==> src/design/byte_plane_rle_span_decoder_unit_macros.svh <==
// ---------------------------------------------------------------------------
// Byte plane RLE span decoder assertion macros
// Clocked assertion shorthands used by the decoder top-level RTL.
// ---------------------------------------------------------------------------
`ifndef BYTE_PLANE_RLE_SPAN_DECODER_UNIT_MACROS_SVH
`define BYTE_PLANE_RLE_SPAN_DECODER_UNIT_MACROS_SVH

// Check prop at every rising clk_i edge outside reset.
`define BRPD_ASSERT(label, prop, msg) \
  label: assert property (@(posedge clk_i) disable iff (!rst_ni) prop) else $error(msg);

// Check prop at every rising clk_i edge, reset included.
`define BRPD_ASSERT_ALWAYS(label, prop, msg) \
  label: assert property (@(posedge clk_i) prop) else $error(msg);

`endif

==> src/design/brpd_pkg.sv <==
// ---------------------------------------------------------------------------
// Byte plane RLE span decoder package
// Shared widths, limits, decode phase and state/result types.
// ---------------------------------------------------------------------------
`timescale 1ns / 1ps

package brpd_pkg;

  localparam int unsigned MaxWidth  = 4096;
  localparam int unsigned MaxPlanes = 4;

  localparam int unsigned SpanW  = 13;
  localparam int unsigned PlaneW = 3;
  localparam int unsigned CfgW   = 13;
  localparam int unsigned CfgIdxW = 1;

  localparam logic [CfgIdxW-1:0] CfgSpanWidth  = 1'd0;
  localparam logic [CfgIdxW-1:0] CfgPlaneCount = 1'd1;

  typedef enum logic [1:0] {
    PH_COUNT,
    PH_VALUE,
    PH_LITERAL,
    PH_DONE
  } phase_e;

  typedef struct packed {
    phase_e            phase;
    logic [7:0]        literal_left;
    logic [7:0]        repeat_length;
    logic [SpanW-1:0]  pixel_position;
    logic [PlaneW-1:0] current_plane;
  } state_t;

  typedef struct packed {
    logic [7:0]  run_value;
    logic [11:0] start_pixel;
    logic [7:0]  run_length;
    logic [1:0]  plane_index;
    logic        record_done;
    logic        record_status;
  } result_t;

endpackage

==> src/design/brpd_intf.sv <==
// ---------------------------------------------------------------------------
// Byte plane RLE span decoder channels
// Valid/ready channels for code words in and decoded run words out.
// ---------------------------------------------------------------------------
`timescale 1ns / 1ps

interface brpd_in_if;
  logic       valid;
  logic       ready;
  logic [7:0] code_byte;
  logic       record_end;

  modport source (output valid, output code_byte, output record_end, input ready);
  modport sink (input valid, input code_byte, input record_end, output ready);
endinterface

interface brpd_out_if;
  logic        valid;
  logic        ready;
  logic [7:0]  run_value;
  logic [11:0] start_pixel;
  logic [7:0]  run_length;
  logic [1:0]  plane_index;
  logic        record_done;
  logic        record_status;

  modport source (
    output valid, output run_value, output start_pixel, output run_length,
    output plane_index, output record_done, output record_status, input ready
  );
  modport sink (
    input valid, input run_value, input start_pixel, input run_length,
    input plane_index, input record_done, input record_status, output ready
  );
endinterface

==> src/design/brpd_cfg.sv <==
// ---------------------------------------------------------------------------
// Byte plane RLE span decoder configuration
// Holds span width and plane count, clamped to their legal ranges on write.
// ---------------------------------------------------------------------------
`timescale 1ns / 1ps

module brpd_cfg (
  input  logic                          clk_i,
  input  logic                          rst_ni,
  input  logic                          cfg_we_i,
  input  logic [brpd_pkg::CfgIdxW-1:0]  cfg_index_i,
  input  logic [brpd_pkg::CfgW-1:0]     cfg_wdata_i,
  output logic [brpd_pkg::SpanW-1:0]    width_o,
  output logic [brpd_pkg::PlaneW-1:0]   planes_o
);
  import brpd_pkg::*;

  localparam logic [SpanW-1:0]  WidthMax  = SpanW'(MaxWidth);
  localparam logic [PlaneW-1:0] PlanesMax = PlaneW'(MaxPlanes);

  logic [SpanW-1:0]  width_q, width_d;
  logic [PlaneW-1:0] planes_q, planes_d;
  logic [PlaneW-1:0] wr_planes;

  assign wr_planes = cfg_wdata_i[PlaneW-1:0];

  always_comb begin
    width_d  = width_q;
    planes_d = planes_q;
    if (cfg_we_i) begin
      case (cfg_index_i)
        CfgSpanWidth: begin
          if (cfg_wdata_i == '0) begin
            width_d = SpanW'(1);
          end else if (cfg_wdata_i > WidthMax) begin
            width_d = WidthMax;
          end else begin
            width_d = cfg_wdata_i;
          end
        end
        CfgPlaneCount: begin
          if (wr_planes == '0) begin
            planes_d = PlaneW'(1);
          end else if (wr_planes > PlanesMax) begin
            planes_d = PlanesMax;
          end else begin
            planes_d = wr_planes;
          end
        end
        default: begin
        end
      endcase
    end
  end

  always_ff @(posedge clk_i or negedge rst_ni) begin
    if (!rst_ni) begin
      width_q  <= SpanW'(1);
      planes_q <= PlaneW'(1);
    end else begin
      width_q  <= width_d;
      planes_q <= planes_d;
    end
  end

  assign width_o  = width_q;
  assign planes_o = planes_q;

endmodule

==> src/design/brpd_step.sv <==
// ---------------------------------------------------------------------------
// Byte plane RLE span decoder step
// Decodes one code word against the current state: next state and run word.
// ---------------------------------------------------------------------------
`timescale 1ns / 1ps

module brpd_step (
  input  brpd_pkg::state_t              state_i,
  input  logic [7:0]                    code_byte_i,
  input  logic                          record_end_i,
  input  logic [brpd_pkg::SpanW-1:0]    width_i,
  input  logic [brpd_pkg::PlaneW-1:0]   planes_i,
  output brpd_pkg::state_t              state_o,
  output logic                          emit_o,
  output brpd_pkg::result_t             result_o
);
  import brpd_pkg::*;

  function automatic state_t next_plane(state_t s, logic [PlaneW-1:0] planes);
    state_t r;
    r                = s;
    r.current_plane  = s.current_plane + PlaneW'(1);
    r.pixel_position = '0;
    r.literal_left   = '0;
    r.repeat_length  = '0;
    r.phase          = (r.current_plane >= planes) ? PH_DONE : PH_COUNT;
    return r;
  endfunction

  state_t           st;
  result_t          res;
  logic             have_run;
  logic             clean;
  logic [SpanW-1:0] room;
  logic [SpanW-1:0] len;

  always_comb begin
    st       = state_i;
    res      = '0;
    have_run = 1'b0;
    room     = '0;
    len      = '0;
    clean    = 1'b0;

    if (st.phase != PH_DONE) begin
      if (st.current_plane >= planes_i) begin
        st.phase = PH_DONE;
      end else if (st.pixel_position >= width_i) begin
        st = next_plane(st, planes_i);
      end
    end

    case (st.phase)
      PH_COUNT: begin
        if (!code_byte_i[7]) begin
          st.repeat_length = {1'b0, code_byte_i[6:0]} + 8'd1;
          st.phase         = PH_VALUE;
        end else begin
          st.literal_left = 8'(9'd256 - {1'b0, code_byte_i});
          st.phase        = PH_LITERAL;
        end
      end
      PH_VALUE: begin
        room = width_i - st.pixel_position;
        len  = ({5'd0, st.repeat_length} < room) ? {5'd0, st.repeat_length} : room;
        have_run            = 1'b1;
        res.run_value       = code_byte_i;
        res.start_pixel     = st.pixel_position[11:0];
        res.run_length      = len[7:0];
        res.plane_index     = st.current_plane[1:0];
        st.pixel_position   = st.pixel_position + len;
        st.repeat_length    = '0;
        st.phase            = PH_COUNT;
        if (st.pixel_position >= width_i) begin
          st = next_plane(st, planes_i);
        end
      end
      PH_LITERAL: begin
        have_run          = 1'b1;
        res.run_value     = code_byte_i;
        res.start_pixel   = st.pixel_position[11:0];
        res.run_length    = 8'd1;
        res.plane_index   = st.current_plane[1:0];
        st.pixel_position = st.pixel_position + SpanW'(1);
        if (st.literal_left != '0) begin
          st.literal_left = st.literal_left - 8'd1;
        end
        if (st.literal_left == '0) begin
          st.phase = PH_COUNT;
        end
        if (st.pixel_position >= width_i) begin
          st = next_plane(st, planes_i);
        end
      end
      default: begin
      end
    endcase

    if (record_end_i) begin
      clean = (st.phase == PH_DONE) ||
              (st.phase == PH_COUNT && st.pixel_position == '0);
      res.record_done   = 1'b1;
      res.record_status = !clean;
      st                = '0;
      st.phase          = PH_COUNT;
    end
  end

  assign state_o  = st;
  assign emit_o   = have_run || record_end_i;
  assign result_o = res;

endmodule

==> src/design/byte_plane_rle_span_decoder_unit.sv <==
// ---------------------------------------------------------------------------
// Byte plane RLE span decoder
// Decodes run-length coded byte planes of a channel record into pixel runs.
//
//   channel   direction  word                          handshake
//   in_i      in         code_byte, record_end         valid/ready
//   out_o     out        run, pixel, plane, status     valid/ready
//   cfg       in         span_width, plane_count       write enable
//
// One code word per cycle while the output is not stalled; a word moves
// from the input register through the decode step into the output register.
// The decode state loop closes through the step and the state register.
// Reset clears state and the valid flags of both registers; configuration
// resets to a span width and plane count of one. A stalled output holds
// the run word and back-pressures the input register.
// ---------------------------------------------------------------------------
`timescale 1ns / 1ps
`include "byte_plane_rle_span_decoder_unit_macros.svh"

module byte_plane_rle_span_decoder_unit (
  input  logic                          clk_i,
  input  logic                          rst_ni,
  input  logic                          cfg_we_i,
  input  logic [brpd_pkg::CfgIdxW-1:0]  cfg_index_i,
  input  logic [brpd_pkg::CfgW-1:0]     cfg_wdata_i,
  brpd_in_if.sink                       in_i,
  brpd_out_if.source                    out_o
);
  import brpd_pkg::*;

  logic [SpanW-1:0]  width;
  logic [PlaneW-1:0] planes;

  logic       in_valid_q, in_valid_d;
  logic [7:0] in_byte_q;
  logic       in_end_q;

  state_t  state_q, state_d, step_state;
  logic    step_emit;
  result_t step_res;

  logic    out_valid_q, out_valid_d;
  result_t out_q;

  logic out_free;
  logic step_fire;
  logic in_take;

  brpd_cfg u_cfg (
    .clk_i       (clk_i),
    .rst_ni      (rst_ni),
    .cfg_we_i    (cfg_we_i),
    .cfg_index_i (cfg_index_i),
    .cfg_wdata_i (cfg_wdata_i),
    .width_o     (width),
    .planes_o    (planes)
  );

  brpd_step u_step (
    .state_i      (state_q),
    .code_byte_i  (in_byte_q),
    .record_end_i (in_end_q),
    .width_i      (width),
    .planes_i     (planes),
    .state_o      (step_state),
    .emit_o       (step_emit),
    .result_o     (step_res)
  );

  assign out_free  = !out_valid_q || out_o.ready;
  assign step_fire = in_valid_q && out_free;
  assign in_i.ready = !in_valid_q || step_fire;
  assign in_take   = in_i.valid && in_i.ready;

  always_comb begin
    in_valid_d = in_valid_q;
    if (in_take) begin
      in_valid_d = 1'b1;
    end else if (step_fire) begin
      in_valid_d = 1'b0;
    end

    state_d = step_fire ? step_state : state_q;

    out_valid_d = out_valid_q;
    if (step_fire && step_emit) begin
      out_valid_d = 1'b1;
    end else if (out_o.ready) begin
      out_valid_d = 1'b0;
    end
  end

  always_ff @(posedge clk_i or negedge rst_ni) begin
    if (!rst_ni) begin
      in_valid_q  <= 1'b0;
      out_valid_q <= 1'b0;
      state_q     <= '0;
    end else begin
      in_valid_q  <= in_valid_d;
      out_valid_q <= out_valid_d;
      state_q     <= state_d;
    end
  end

  always_ff @(posedge clk_i) begin
    if (in_take) begin
      in_byte_q <= in_i.code_byte;
      in_end_q  <= in_i.record_end;
    end
    if (step_fire && step_emit) begin
      out_q <= step_res;
    end
  end

  assign out_o.valid         = out_valid_q;
  assign out_o.run_value     = out_q.run_value;
  assign out_o.start_pixel   = out_q.start_pixel;
  assign out_o.run_length    = out_q.run_length;
  assign out_o.plane_index   = out_q.plane_index;
  assign out_o.record_done   = out_q.record_done;
  assign out_o.record_status = out_q.record_status;

  `BRPD_ASSERT(a_status_only_at_end,
    out_valid_q && out_q.record_status |-> out_q.record_done,
    "status without record end")
  `BRPD_ASSERT(a_empty_run_is_end,
    out_valid_q && out_q.run_length == 8'd0 |-> out_q.record_done,
    "empty run word outside record end")
  `BRPD_ASSERT(a_run_length_max,
    out_valid_q |-> out_q.run_length <= 8'd128,
    "run length above 128")
  `BRPD_ASSERT(a_end_clears_state,
    step_fire && in_end_q |=> state_q.pixel_position == '0 &&
      state_q.current_plane == '0 && state_q.phase == PH_COUNT,
    "state not cleared after record end")
  `BRPD_ASSERT_ALWAYS(a_reset_empty,
    !rst_ni |=> !out_valid_q && !in_valid_q,
    "registers hold words in reset")

endmodule

==> src/flat_wrapper.sv <==
// flat-port wrapper written by rule: the top's interface ports become plain ports
module byte_plane_rle_span_decoder_unit_flat import brpd_pkg::*;
  (clk_i, rst_ni, cfg_we_i, cfg_index_i, cfg_wdata_i, in_i_valid, in_i_code_byte, in_i_record_end, in_i_ready, out_o_valid, out_o_run_value, out_o_start_pixel, out_o_run_length, out_o_plane_index, out_o_record_done, out_o_record_status, out_o_ready);
  brpd_in_if in_i_i ();
  brpd_out_if out_o_i ();
  input  logic clk_i;
  input  logic rst_ni;
  input  logic cfg_we_i;
  input  logic [brpd_pkg::CfgIdxW-1:0] cfg_index_i;
  input  logic [brpd_pkg::CfgW-1:0] cfg_wdata_i;
  input wire logic [$bits(in_i_i.valid)-1:0] in_i_valid;
  input wire logic [$bits(in_i_i.code_byte)-1:0] in_i_code_byte;
  input wire logic [$bits(in_i_i.record_end)-1:0] in_i_record_end;
  output wire logic [$bits(in_i_i.ready)-1:0] in_i_ready;
  output wire logic [$bits(out_o_i.valid)-1:0] out_o_valid;
  output wire logic [$bits(out_o_i.run_value)-1:0] out_o_run_value;
  output wire logic [$bits(out_o_i.start_pixel)-1:0] out_o_start_pixel;
  output wire logic [$bits(out_o_i.run_length)-1:0] out_o_run_length;
  output wire logic [$bits(out_o_i.plane_index)-1:0] out_o_plane_index;
  output wire logic [$bits(out_o_i.record_done)-1:0] out_o_record_done;
  output wire logic [$bits(out_o_i.record_status)-1:0] out_o_record_status;
  input wire logic [$bits(out_o_i.ready)-1:0] out_o_ready;
  assign in_i_i.valid = in_i_valid;
  assign in_i_i.code_byte = in_i_code_byte;
  assign in_i_i.record_end = in_i_record_end;
  assign in_i_ready = in_i_i.ready;
  assign out_o_valid = out_o_i.valid;
  assign out_o_run_value = out_o_i.run_value;
  assign out_o_start_pixel = out_o_i.start_pixel;
  assign out_o_run_length = out_o_i.run_length;
  assign out_o_plane_index = out_o_i.plane_index;
  assign out_o_record_done = out_o_i.record_done;
  assign out_o_record_status = out_o_i.record_status;
  assign out_o_i.ready = out_o_ready;
  byte_plane_rle_span_decoder_unit u_core (.clk_i(clk_i), .rst_ni(rst_ni), .cfg_we_i(cfg_we_i), .cfg_index_i(cfg_index_i), .cfg_wdata_i(cfg_wdata_i), .in_i(in_i_i), .out_o(out_o_i));
endmodule
==> config.mk <==
export PLATFORM = sky130hd
export DESIGN_NAME = byte_plane_rle_span_decoder_unit_flat
export DESIGN_NICKNAME = d
export VERILOG_FILES = /design/src/design/brpd_pkg.sv /design/src/design/brpd_intf.sv /design/src/design/brpd_cfg.sv /design/src/design/brpd_step.sv /design/src/design/byte_plane_rle_span_decoder_unit.sv /design/src/flat_wrapper.sv
export VERILOG_INCLUDE_DIRS = /design/src /design/src/design
export SDC_FILE = /design/constraint.sdc
export NUM_CORES = 1
export LEC_CHECK = 0
export BUFFER_PORTS_ARGS = -buffer_cell sky130_fd_sc_hd__buf_2
export CORE_ASPECT_RATIO = 0.9
export CORE_UTILIZATION = 40
export CTS_CLUSTER_DIAMETER = 30
export CTS_CLUSTER_SIZE = 25
export DETAILED_ROUTE_END_ITERATION = 7
export PLACE_DENSITY_LB_ADDON = 0.25
export SYNTH_ARGS = -nofsm -noshare
export SYNTH_HDL_FRONTEND = slang
export SYNTH_SLANG_ARGS = --single-unit
==> constraint.sdc <==
create_clock -name clk_i -period 28.9 [get_ports clk_i]
set_input_delay 5.78 -clock clk_i [delete_from_list [all_inputs] [get_ports clk_i]]
set_output_delay 5.78 -clock clk_i [all_outputs]
set_load 0.02 [all_outputs]
# Word level (Yosys, flattened, before mapping)
# Cells that the tools add are included.
op_classes:
  n_addsub: 8
  n_lt_le_gt_ge: 9
  n_eq_ne: 4
  muxes: 29
  n_bitwise: 1
  reduce_logical: 23
ops:
  columns: ["operator", "count"]
  rows:
  - ["$mux W34", 5]
  - ["$pmux W30 S2", 1]
  - ["$pmux W18 S3", 1]
  - ["$ge A13 B13 Y1", 3]
  - ["$mux W13", 3]
  - ["$mux W32", 1]
  - ["$mux W8", 4]
  - ["$pmux W16 S2", 1]
  - ["$logic_not A13 Y1", 2]
  - ["$add A13 B1 Y13 const B", 1]
  - ["$add A13 B13 Y13", 1]
  - ["$gt A13 B13 Y1 const B", 1]
  - ["$lt A8 B13 Y1", 1]
  - ["$sub A13 B13 Y13", 1]
  - ["$mux W2", 6]
  - ["$ge A3 B3 Y1", 3]
  - ["$add A7 B1 Y8 const B", 1]
  - ["$logic_not A8 Y1", 1]
  - ["$reduce_bool A8 Y1", 1]
  - ["$sub A1 B8 Y8 const A", 1]
  - ["$sub A8 B1 Y8 const B", 1]
  - ["$add A3 B1 Y3 const B", 2]
  - ["$mux W3", 2]
  - ["$mux W1", 5]
  - ["other kinds (13)", 25]
word_totals:
  register_bits: 93
  input_bits: 28

# Depth between registers and ports, before layout
# Gate-level depths: netlist of run 1.
logic_depth:
  ltp_word: 18
  mapped_depth: 46

# Hierarchy
# From an unflattened synthesis of run 1, not the netlist that was laid out.
hier_totals:
  hier_cells: 918
  hier_area_um2: 8267.9
modules_own_cells:
  columns: ["mod", "instances", "cells_per_inst", "area_per_inst_um2", "seq_area_each_um2"]
  rows:
  - ["brpd_step", 1, 730, 4787.1, 0.0]
  - ["byte_plane_rle_span_decoder_unit", 1, 123, 2748.9, 2132.0]
  - ["brpd_cfg", 1, 65, 732.0, 402.9]

# Least setup slack after synthesis of run 1
# OpenSTA, ideal clock, no wires.
synth_path:
  path_type: "input to output"
  start: "input port out_o_ready"
  end: "output port in_i_ready"
  t_arrival_ns: 6.058
  t_required_ns: 23.120
  slack_ns: 17.062
  path_stages: 1
  n_path_buf: 0
  cell_sequence: "nand3b_1"
synth_via:
  elab_chain_cells: 3
synth_lines:
  columns: ["element", "line", "rtl"]
  rows:
  - ["start: declaration", "flat_wrapper.sv:22", "input wire logic [$bits(out_o_i.ready)-1:0] out_o_ready;"]
  - ["$logic_or A1 B1 Y1", "byte_plane_rle_span_decoder_unit.sv:70", "assign out_free = !out_valid_q || out_o.ready;"]
  - ["$logic_and A1 B1 Y1", "byte_plane_rle_span_decoder_unit.sv:71", "assign step_fire = in_valid_q && out_free;"]
  - ["$logic_or A1 B1 Y1", "byte_plane_rle_span_decoder_unit.sv:72", "assign in_i.ready = !in_valid_q || step_fire;"]
  - ["end: declaration", "flat_wrapper.sv:14", "output wire logic [$bits(in_i_i.ready)-1:0] in_i_ready;"]
# No other way between the ends.

# Worst setup path after layout of run 1
# Ends and elaborated chain as after synthesis.

==> impl_metrics.tcl, run 1 <==
set metrics [dict create \
    detail_route.wirelength_um 21520 \
    place.gp.congestion 0.9423 \
    synthCells 879 \
    skew_ns 0.01253 \
    ctsResizeCount 0 \
    finalHoldViolCount 0 \
    firstDrtPassIters 5 \
    power_density_nw_per_um2 111.4 \
    routed.top_layer "met4" \
    p_sw_mw 0.4905 \
    root_buffer "clkbuf_16" \
    cp.required_ns 23.12 \
    grt_pass1_vias 6284 \
    pwr-share-seq_pct 22.7 \
    p_clk_share_pct 12.9 \
    netlist-cell-type-count 72 \
    met1_length_um 10700 \
    die_x_um 147.8 \
    maxSlewViolCount 0 \
    crit_chain "buf_2, nand3b_1, buf_2" \
    tritoncts "yes" \
    wl_met2_um 9319 \
    grt-ovfl-total 0 \
    grt_first_pass_wirelength_um 34680 \
    status "finished clean" \
    drtIter0Drc 560 \
    ys_ff_latch 93 \
    tns_ns 0 \
    syn_to_final_growth_pct 11.00 \
    ant_nets 0 \
    drive_gt1_share_pct 10.54 \
    max_freq_mhz 83.28 \
    synth_edf_count 41 \
    yosysWarningCount 0 \
    rsz0062_at_grt "false" \
    path_clk_slew_ns 0.07 \
    crit_top_cell "buf_2" \
    ys_seq_area_share_pct 33.13 \
    p_comb_share_pct 64.4 \
    avgSynthCellArea_um2 8.706 \
    synthArstFlopShare_pct 55.91 \
    cts_hold_buf 0 \
    clock_sink_count 93 \
    drc 0 \
    syn-cell-area_um2 7652 \
    crit_buf_inv 2 \
    max_stage_delay_ns 0.18 \
    placementRows 47 \
    wl_met3_um 1170 \
    ys.flop_type "dfrtp_1" \
    cts_max_path_buffers 2 \
    setup_violations 0 \
    layout.nets 1046 \
    wl_per_cell_um 18.32 \
    intPower_mw 0.4561 \
    worst_pin_slew_ns 1.130 \
    die_h_um 133.2 \
    crit_type "input port to output pin" \
    swShare_pct 51.82 \
    antenna_found_initial 0 \
    hold_slack_ns 0.4739 \
    h-tree-depth 3 \
    critPathArrivalTime_ns 6.23 \
    peakVddDrop_uv 65.97 \
    place_hpwl_um 16540 \
    initial_core_util_pct 41.18 \
    ios 62 \
    leakage_nw 3.819 \
    worstPathMaxFanout 3 \
    worstSkewPairLatency_ns 0.36 \
    cp_slowest_cell "buf_2" \
    grtUsageTotal_pct 22.71 \
    post_cts_buffers 0 \
    grt_max_degree 53 \
    cp-end-kind "output pin" \
    vias 6641 \
    dieArea_um2 19690 \
    crit_family "buffers and inverters" \
    critPathLaunchType "input port" \
    max-slew-margin-rel_pct 24.15 \
    core_um2 18580 \
    vias_per_cell 5.652 \
    min_period_ns 12.01 \
    min_path_type "register to register" \
    cts-buffers-inserted 9 \
    maxCapViolations 0 \
    port_buffers 61 \
    diodes 0 \
    period_share_pct 41.55 \
]
[final timing paths]
path                                                                 end                            startpoint  slack, ns  cells past startpoint
min in group asynchronous                  u_core.in_valid_q$_DFFE_PN0P_                                rst_ni       5.55                      2
worst min register to register            u_core.state_q[17]$_DFFE_PN0P_        u_core.state_q[17]$_DFFE_PN0P_       0.47                      2
worst min-delay path                      u_core.state_q[17]$_DFFE_PN0P_        u_core.state_q[17]$_DFFE_PN0P_       0.47                      2
worst max-delay path                                          in_i_ready                           out_o_ready      16.89                      3
worst max register to register  u_core.out_o.record_status$_SDFFCE_PN0P_  u_core.u_cfg.width_o[10]$_DFFE_PN0P_      17.44                     40
max in group asynchronous            u_core.u_cfg.width_o[8]$_DFFE_PN0P_                                rst_ni      22.85                      2
[cells in the mapped netlist, types with 3 or more instances]
| master | instances | area share, % |
|---|---|---|
| buf_1 | 4 | 0.20 |
| a22oi_1 | 5 | 0.49 |
| a221oi_1 | 3 | 0.34 |
| clkbuf_1 | 31 | 1.5 |
| xor2_1 | 19 | 2.2 |
| a2111oi_0 | 4 | 0.46 |
| a21oi_1 | 53 | 3.5 |
| a41oi_1 | 3 | 0.34 |
| and3_1 | 11 | 0.90 |
| nor2b_1 | 9 | 0.74 |
| edfxtp_1 | 41 | 16 |
| dfrtp_1 | 50 | 16 |
| o22ai_1 | 3 | 0.25 |
| nand2b_1 | 13 | 1.1 |
| a211oi_1 | 8 | 0.78 |
| mux2_2 | 3 | 0.44 |
| nand3_1 | 29 | 1.9 |
| o211ai_1 | 11 | 1.1 |
| o311ai_1 | 3 | 0.34 |
| inv_1 | 58 | 2.8 |
| o21ai_1 | 3 | 0.20 |
| or3_1 | 4 | 0.33 |
| a31oi_1 | 4 | 0.33 |
| nor3_1 | 21 | 1.4 |
| xnor2_1 | 28 | 3.2 |
| o21a_1 | 8 | 0.78 |
| a22o_1 | 22 | 2.5 |
| nand3b_1 | 4 | 0.39 |
| nand4_1 | 11 | 0.90 |
| nor4_1 | 9 | 0.74 |
| nand2_1 | 88 | 4.3 |
| o21ai_0 | 65 | 4.3 |
| o2111ai_1 | 3 | 0.34 |
| ha_1 | 91 | 15 |
| nor2_1 | 68 | 3.3 |
| and2_1 | 18 | 1.5 |
| o31ai_1 | 9 | 0.88 |
| mux2i_1 | 4 | 0.52 |
| or4_1 | 3 | 0.29 |
| a21o_1 | 12 | 1.2 |
[stage by stage]
step | std cells | power (mW) | utilization, % | cell area [um2] | setup slack (ns)
3_3_place_gp | 1159 | 0.8071 | 44.10 | 8194 | 16.90
6_report | 1175 | 0.9466 | 45.71 | 8494 | 16.89
4_1_cts | 1175 | 0.9396 | 45.71 | 8494 | 16.89
3_5_place_dp | 1159 | 0.8159 | 44.10 | 8194 | 16.89
5_1_grt | 1175 | 1.021 | 45.71 | 8494 | 16.56
2_1_floorplan | 882 | 0.6466 | - | 7664 | 17.06
[power by group through the flow]
stage          clock, mW  combinational (mW)  sequential (mW)
2_1_floorplan          0               0.413            0.234
3_3_place_gp           0               0.590            0.217
3_5_place_dp           0               0.599            0.217
4_1_cts            0.124               0.601            0.215
5_1_grt            0.128               0.673            0.220
6_report           0.122               0.609            0.215
[cell usage in the layout (no fill, tap or decap), types with 21 or more instances in the layout]
cell type,instances
a21oi_1,53
xnor2_1,28
edfxtp_1,41
o21ai_0,65
nand2_1,88
dfrtp_1,50
ha_1,91
nor3_1,21
nor2_1,67
a22o_1,22
inv_1,58
buf_2,61
nand3_1,29
[layout make-up]
type	instances	area (um2)
multi-input combinational	694	4770
sequential	93	2535
tap	245	306.5
clock inverter	7	75.07
clock buffer	9	225.2
timing repair buffer	69	365.4
inverter	58	217.7
fill	1850	10090
[state kept, by name, summed over array words and instances (netlist names)]
| signal | flops |
|---|---|
| u_core.state_q | 34 |
| u_core.u_cfg.width_o | 13 |
| u_core.out_o.start_pixel | 12 |
| u_core.in_byte_q | 8 |
| u_core.out_o.run_length | 8 |
| u_core.out_o.run_value | 8 |
| u_core.u_cfg.planes_o | 3 |
| u_core.out_o.plane_index | 2 |
| u_core.in_end_q | 1 |
| u_core.in_valid_q | 1 |
| u_core.out_o.record_done | 1 |
| u_core.out_o.record_status | 1 |
| u_core.out_o.valid | 1 |
[worst reg2reg max path, delay by kind of cell (launching register included)]
family / cells / cell delay, ns
DFF: 1 / 0.38
xor gates and xnor gates: 1 / 0.19
adders and majority gates: 5 / 1.76
and+or+nand+nor: 7 / 1.88
buffers and inverters: 3 / 0.64
AOI/OAI and AO/OA: 24 / 6.35
[cell families (layout without fill, tap and decap cells)]
| group | count (synthesis) | after routing | share of synthesized area, % |
|---|---|---|---|
| adders and majority gates | 94 | 94 | 15.53 |
| AOI/OAI and AO/OA | 250 | 250 | 22.07 |
| DFF | 93 | 93 | 33.13 |
| muxes | 7 | 7 | 0.9647 |
| other | 1 | 4 | 0.04900 |
| xor gates and xnor gates | 47 | 47 | 5.379 |
| and+or+nand+nor | 292 | 292 | 18.10 |
| buffers and inverters | 95 | 143 | 4.774 |
[routing by layer]
metal	track usage (%)	vias to the layer above
met5	0	-
met4	7.216	0
met3	3.048	24
met2	33.99	194
met1	33.62	3123
li1	-	3300
No activity file was read; power rests on OpenSTA's default activity.
==> inputs of run 2 (changes only) <==
==> constraint.sdc (replaced) <==
create_clock -name clk_i -period 10.75 [get_ports clk_i]
set_input_delay 2.15 -clock clk_i [delete_from_list [all_inputs] [get_ports clk_i]]
set_output_delay 2.15 -clock clk_i [all_outputs]
set_load 0.02 [all_outputs]
==> impl_metrics.tcl, run 2 (synthesis results as in run 1) <==
set metrics [dict create \
    grt_first_pass_wirelength_um 35070 \
    cts-buffers-inserted 9 \
    clock_sink_count 93 \
    min-delay-start "u_core.state_q[21]$_DFFE_PN0P_" \
    hold_slack_ns 0.4906 \
    power_density_nw_per_um2 300.8 \
    ant_nets 0 \
    startpoint "u_core.u_cfg.width_o[1]$_DFFE_PN0P_" \
    r2r-end "u_core.out_o.record_status$_SDFFCE_PN0P_" \
    h-tree-depth 3 \
    worstPathMaxFanout 8 \
    max_freq_mhz 99.10 \
    drive_gt1_share_pct 11.74 \
    utilization_pct 46.15 \
    vias 6867 \
    reg2reg_depth 41 \
    vias_per_cell 5.810 \
    grt-ovfl-total 0 \
    path_depth 41 \
    rsz0062_at_grt "false" \
    placementRows 47 \
    drtIter0Drc 689 \
    period_share_pct 93.87 \
    grt_pass1_vias 6325 \
    cts_max_path_buffers 2 \
    leakage_nw 3.855 \
    cts_hold_buf 0 \
    largest_reg_flops 34 \
    diodes 0 \
    finalHoldViolCount 0 \
    core_um2 18580 \
    skew_ns 0.01182 \
    drc 0 \
    antenna_found_initial 0 \
    place_hpwl_um 17100 \
    layout_common_cells "ha_1, nand2_1, nor2_1" \
    crit_family "compound AO/OA/AOI/OAI gates" \
    dpl-instance-area_um2 8224 \
    cp.required_ns 10.86 \
    detail_route.wirelength_um 22400 \
    cp-end-kind "register" \
    max_stage_delay_ns 0.53 \
    status "finished clean" \
    setup_violations 0 \
    grt_max_degree 53 \
    critPathLaunchType "register" \
    die_x_um 147.8 \
    max-slew-margin-rel_pct 20.53 \
    min_to "u_core.state_q[21]$_DFFE_PN0P_" \
    maxCapViolations 0 \
    fin_area_um2 8576 \
    tritoncts "yes" \
    initial_core_util_pct 41.18 \
    port_buffers 61 \
    maxSlewViolCount 0 \
    place.gp.congestion 0.9200 \
    rrSetupSlack_ns 0.66 \
    wl_per_cell_um 18.95 \
    peakVddDrop_uv 210.1 \
    rr_startpoint "u_core.u_cfg.width_o[1]$_DFFE_PN0P_" \
    dieArea_um2 19690 \
    grtUsageTotal_pct 23.14 \
    crit_top_cell "ha_1" \
    min_period_ns 10.09 \
    min_path_cells 2 \
    tns_ns 0 \
    critPathArrivalTime_ns 10.20 \
    firstDrtPassIters 5 \
    path_clk_slew_ns 0.07 \
    crit_buf_inv 3 \
    nFillCells 1832 \
    syn_to_final_growth_pct 12.07 \
    top_register "u_core.state_q" \
    cp_slowest_cell "dfrtp_1" \
    root_buffer "clkbuf_16" \
    ios 62 \
    die_h_um 133.2 \
    min_path_type "register to register" \
    layout.nets 1053 \
    worstSkewPairLatency_ns 0.36 \
    worst_pin_slew_ns 1.184 \
    layout_commonest_cell "ha_1" \
    crit_type "register to register" \
]
[run 2: power breakdown]
group	total (mW)	internal, mW	switching (mW)
clock network	0.318	0.163	0.155
logic	1.68	0.572	1.11
registers	0.580	0.502	0.0770
total	2.58	1.24	1.34
[run 2: worst max-delay path by stage]
stage	endpoint	slack, ns
6_report	u_core.out_o.record_status$_SDFFCE_PN0P_	0.66
5_1_grt	u_core.out_o.record_status$_SDFFCE_PN0P_	0.02
4_1_cts	u_core.out_o.record_status$_SDFFCE_PN0P_	0.20
3_5_place_dp	u_core.out_o.record_status$_SDFFCE_PN0P_	0.28
3_3_place_gp	u_core.out_o.record_status$_SDFFCE_PN0P_	0.44
2_1_floorplan	u_core.out_o.record_status$_SDFFCE_PN0P_	0.81
[run 2: area by class of cell]
cell class	instances	area (um2)	share of cell area, %
clock buffers	9	225.2	2.626
repair buffers	76	417.9	4.873
flip-flops and latches	93	2535	29.56
clock inverters	7	62.56	0.7295
well taps	245	306.5	3.575
inverters	58	217.7	2.539
multi-input cells	694	4811	56.10
[run 2: routing by layer]
layer | wire [um] | vias up | global-route usage, %
met5 | 0 | - | 0
met4 | 320 | 0 | 7.045
met3 | 1513 | 21 | 3.116
met2 | 9853 | 284 | 35.59
met1 | 10710 | 3246 | 33.57
li1 | - | 3316 | -
[run 2: metrics by stage]
step,std cells,power (mW),worst slack [ns]
floorplan,882,1.738,0.8051
global placement,1163,2.195,0.4398
detailed placement,1163,2.196,0.2791
CTS,1179,2.524,0.2027
global route,1182,2.773,0.01922
finish,1182,2.579,0.6590
[run 2: worst min-delay path: stages, from the launching register on]
cell and delay [ns]:
dfrtp_1 0.34, nand2_1 0.04, o21ai_0 0.06
[run 2: timing repair]
action | in CTS | in global routing
endpoints found under the hold margin | 0 | 0
gates resized for setup | 0 | 9
buffers inserted | 0 | 3
setup endpoints to repair | 0 | 17
==> inputs of run 3 (changes only) <==
--- a/config.mk
+++ b/config.mk
@@ -6,12 +6,12 @@
 export SDC_FILE = /design/constraint.sdc
 export NUM_CORES = 1
 export LEC_CHECK = 0
-export BUFFER_PORTS_ARGS = -buffer_cell sky130_fd_sc_hd__buf_2
 export CORE_ASPECT_RATIO = 0.9
 export CORE_UTILIZATION = 40
 export CTS_CLUSTER_DIAMETER = 30
 export CTS_CLUSTER_SIZE = 25
 export DETAILED_ROUTE_END_ITERATION = 7
+export DONT_BUFFER_PORTS = 1
 export PLACE_DENSITY_LB_ADDON = 0.25
 export SYNTH_ARGS = -nofsm -noshare
 export SYNTH_HDL_FRONTEND = slang
==> constraint.sdc (replaced) <==
create_clock -name clk_i -period 11 [get_ports clk_i]
set_input_delay 2.2 -clock clk_i [delete_from_list [all_inputs] [get_ports clk_i]]
set_output_delay 2.2 -clock clk_i [all_outputs]
set_load 0.02 [all_outputs]
==> impl_metrics.tcl, run 3 (synthesis results as in run 1) <==
set metrics [dict create \
    crit_family "compound AO/OA/AOI/OAI gates" \
    setup_violations 0 \
    cp.required_ns 11.12 \
    rsz0062_at_grt "false" \
    grt_max_degree 53 \
    cts_max_path_buffers 2 \
    pre_cts_ws_ns 0.5904 \
    p_clk_share_pct 12.9 \
    syn_to_final_growth_pct 7.472 \
    largest_reg_flops 34 \
    tritoncts "yes" \
    ios 62 \
    drive_gt1_share_pct 4.937 \
    critPathLaunchType "register" \
    layout_commonest_cell "ha_1" \
    min_path_type "register to register" \
    crit_buf_inv 4 \
    grt_first_pass_wirelength_um 35280 \
    ant_nets 0 \
    peakVddDrop_uv 182.3 \
    worstSkewPairLatency_ns 0.37 \
    maxCapViolations 0 \
    drc 0 \
    endpoint "u_core.out_o.record_status$_SDFFCE_PN0P_" \
    layout_common_cells "ha_1, nand2_1, nor2_1" \
    vias_per_cell 5.915 \
    port_buffers 0 \
    core_um2 18580 \
    wl_per_cell_um 19.95 \
    status "finished clean" \
    finalHoldViolCount 0 \
    h-tree-depth 3 \
    rr_startpoint "u_core.u_cfg.width_o[10]$_DFFE_PN0P_" \
    antenna_found_initial 0 \
    diodes 0 \
    vias 6601 \
    p_sw_mw 1.298 \
    place_hpwl_um 16900 \
    top_register "u_core.state_q" \
    firstDrtPassIters 6 \
    grtUsageTotal_pct 23.32 \
    detail_route.wirelength_um 22260 \
    rrSetupSlack_ns 0.71 \
    dp_cells 1099 \
    path_clk_slew_ns 0.08 \
    startpoint "u_core.u_cfg.width_o[10]$_DFFE_PN0P_" \
    utilization_pct 44.26 \
    setup_slack_ns 0.7072 \
    max-slew-margin-rel_pct 23.36 \
    drtIter0Drc 749 \
    place.gp.congestion 0.9216 \
    tns_ns 0 \
    worst_pin_slew_ns 1.142 \
    leakage_nw 3.581 \
    max_stage_delay_ns 0.57 \
    dieArea_um2 19690 \
    layout.nets 987 \
    maxSlewViolCount 0 \
    fin_cells 1116 \
    placementRows 47 \
    worstPathMaxFanout 7 \
    cp-end-kind "register" \
    crit_top_cell "ha_1" \
    path_depth 43 \
    crit_type "register to register" \
    reg2reg_depth 43 \
    cts_hold_buf 0 \
    pwr-share-seq_pct 26.2 \
    die_x_um 147.8 \
    p_total_mw 2.469 \
    swShare_pct 52.56 \
    cts-buffers-inserted 9 \
    cp_slowest_cell "or4_1" \
    clock_sink_count 93 \
    root_buffer "clkbuf_16" \
    initial_core_util_pct 41.18 \
    die_h_um 133.2 \
    critPathArrivalTime_ns 10.42 \
    nFillCells 1806 \
    grt_pass1_vias 6101 \
    intPower_mw 1.171 \
    max_freq_mhz 97.16 \
    skew_ns 0.01794 \
    p_comb_share_pct 60.9 \
    grt-ovfl-total 0 \
    min_period_ns 10.29 \
    period_share_pct 93.57 \
    r2r-end "u_core.out_o.record_status$_SDFFCE_PN0P_" \
    power_density_nw_per_um2 300.3 \
]
[run 3: changes by cell type in the layout (fill, tap and decap cells not counted), sizes merged]
cell      previous run  this run
clkinvlp             0         1
inv                 63        61
buf                 76        10
clkinv               2         3
[run 3: per-layer routing]
layer | up-vias | routed length (um) | GRT usage [%]
met5 | - | 0 | 0
met4 | 0 | 408 | 6.644
met3 | 36 | 1550 | 4.829
met2 | 277 | 9705 | 34.56
met1 | 3102 | 10600 | 34.01
li1 | 3186 | - | -
[run 3: worst min-delay path, stage by stage (launching register included)]
cell	delay, ns
dfrtp_1	0.34
nand2_1	0.05
o21ai_0	0.06
[run 3: how the worst min path moves through the flow]
stage	slack, ns	end	from	depth (start not counted)
2_1_floorplan	0.44	u_core.state_q[17]$_DFFE_PN0P_	u_core.state_q[17]$_DFFE_PN0P_	2
3_3_place_gp	0.47	u_core.state_q[23]$_DFFE_PN0P_	u_core.state_q[23]$_DFFE_PN0P_	2
3_5_place_dp	0.47	u_core.state_q[23]$_DFFE_PN0P_	u_core.state_q[23]$_DFFE_PN0P_	2
4_1_cts	0.48	u_core.state_q[23]$_DFFE_PN0P_	u_core.state_q[23]$_DFFE_PN0P_	2
5_1_grt	0.53	u_core.state_q[21]$_DFFE_PN0P_	u_core.state_q[21]$_DFFE_PN0P_	2
6_report	0.49	u_core.state_q[23]$_DFFE_PN0P_	u_core.state_q[23]$_DFFE_PN0P_	2
[run 3: cell type report]
cell class	instances	area [um2]	area share [%]
Clock buffer	9	225.2	2.738
Clock inverter	7	77.57	0.9433
Inverter	58	217.7	2.647
Multi-Input combinational cell	694	4787	58.21
Sequential cell	93	2535	30.82
Tap cell	245	306.5	3.727
Timing Repair Buffer	10	75.07	0.9128
[run 3: stage by stage]
stage / hold WS, ns / area, um2
detailed placement: 0.4670 / 7896
floorplan: 0.4418 / 7664
finish: 0.4851 / 8224
CTS: 0.4827 / 8199
global route: 0.5286 / 8224
global placement: 0.4656 / 7896
[run 3: repair_timing]
action | in CTS | in global routing
setup endpoints to repair | 0 | 1
setup buffers | 0 | 1
resized for setup | 0 | 5
[run 3: power by group through the flow]
stage | combinational, mW | clock (mW) | sequential (mW)
finish | 1.50 | 0.319 | 0.646
global placement | 1.46 | 0 | 0.651
global route | 1.66 | 0.336 | 0.660
floorplan | 1.08 | 0 | 0.614
detailed placement | 1.46 | 0 | 0.652
CTS | 1.47 | 0.325 | 0.646
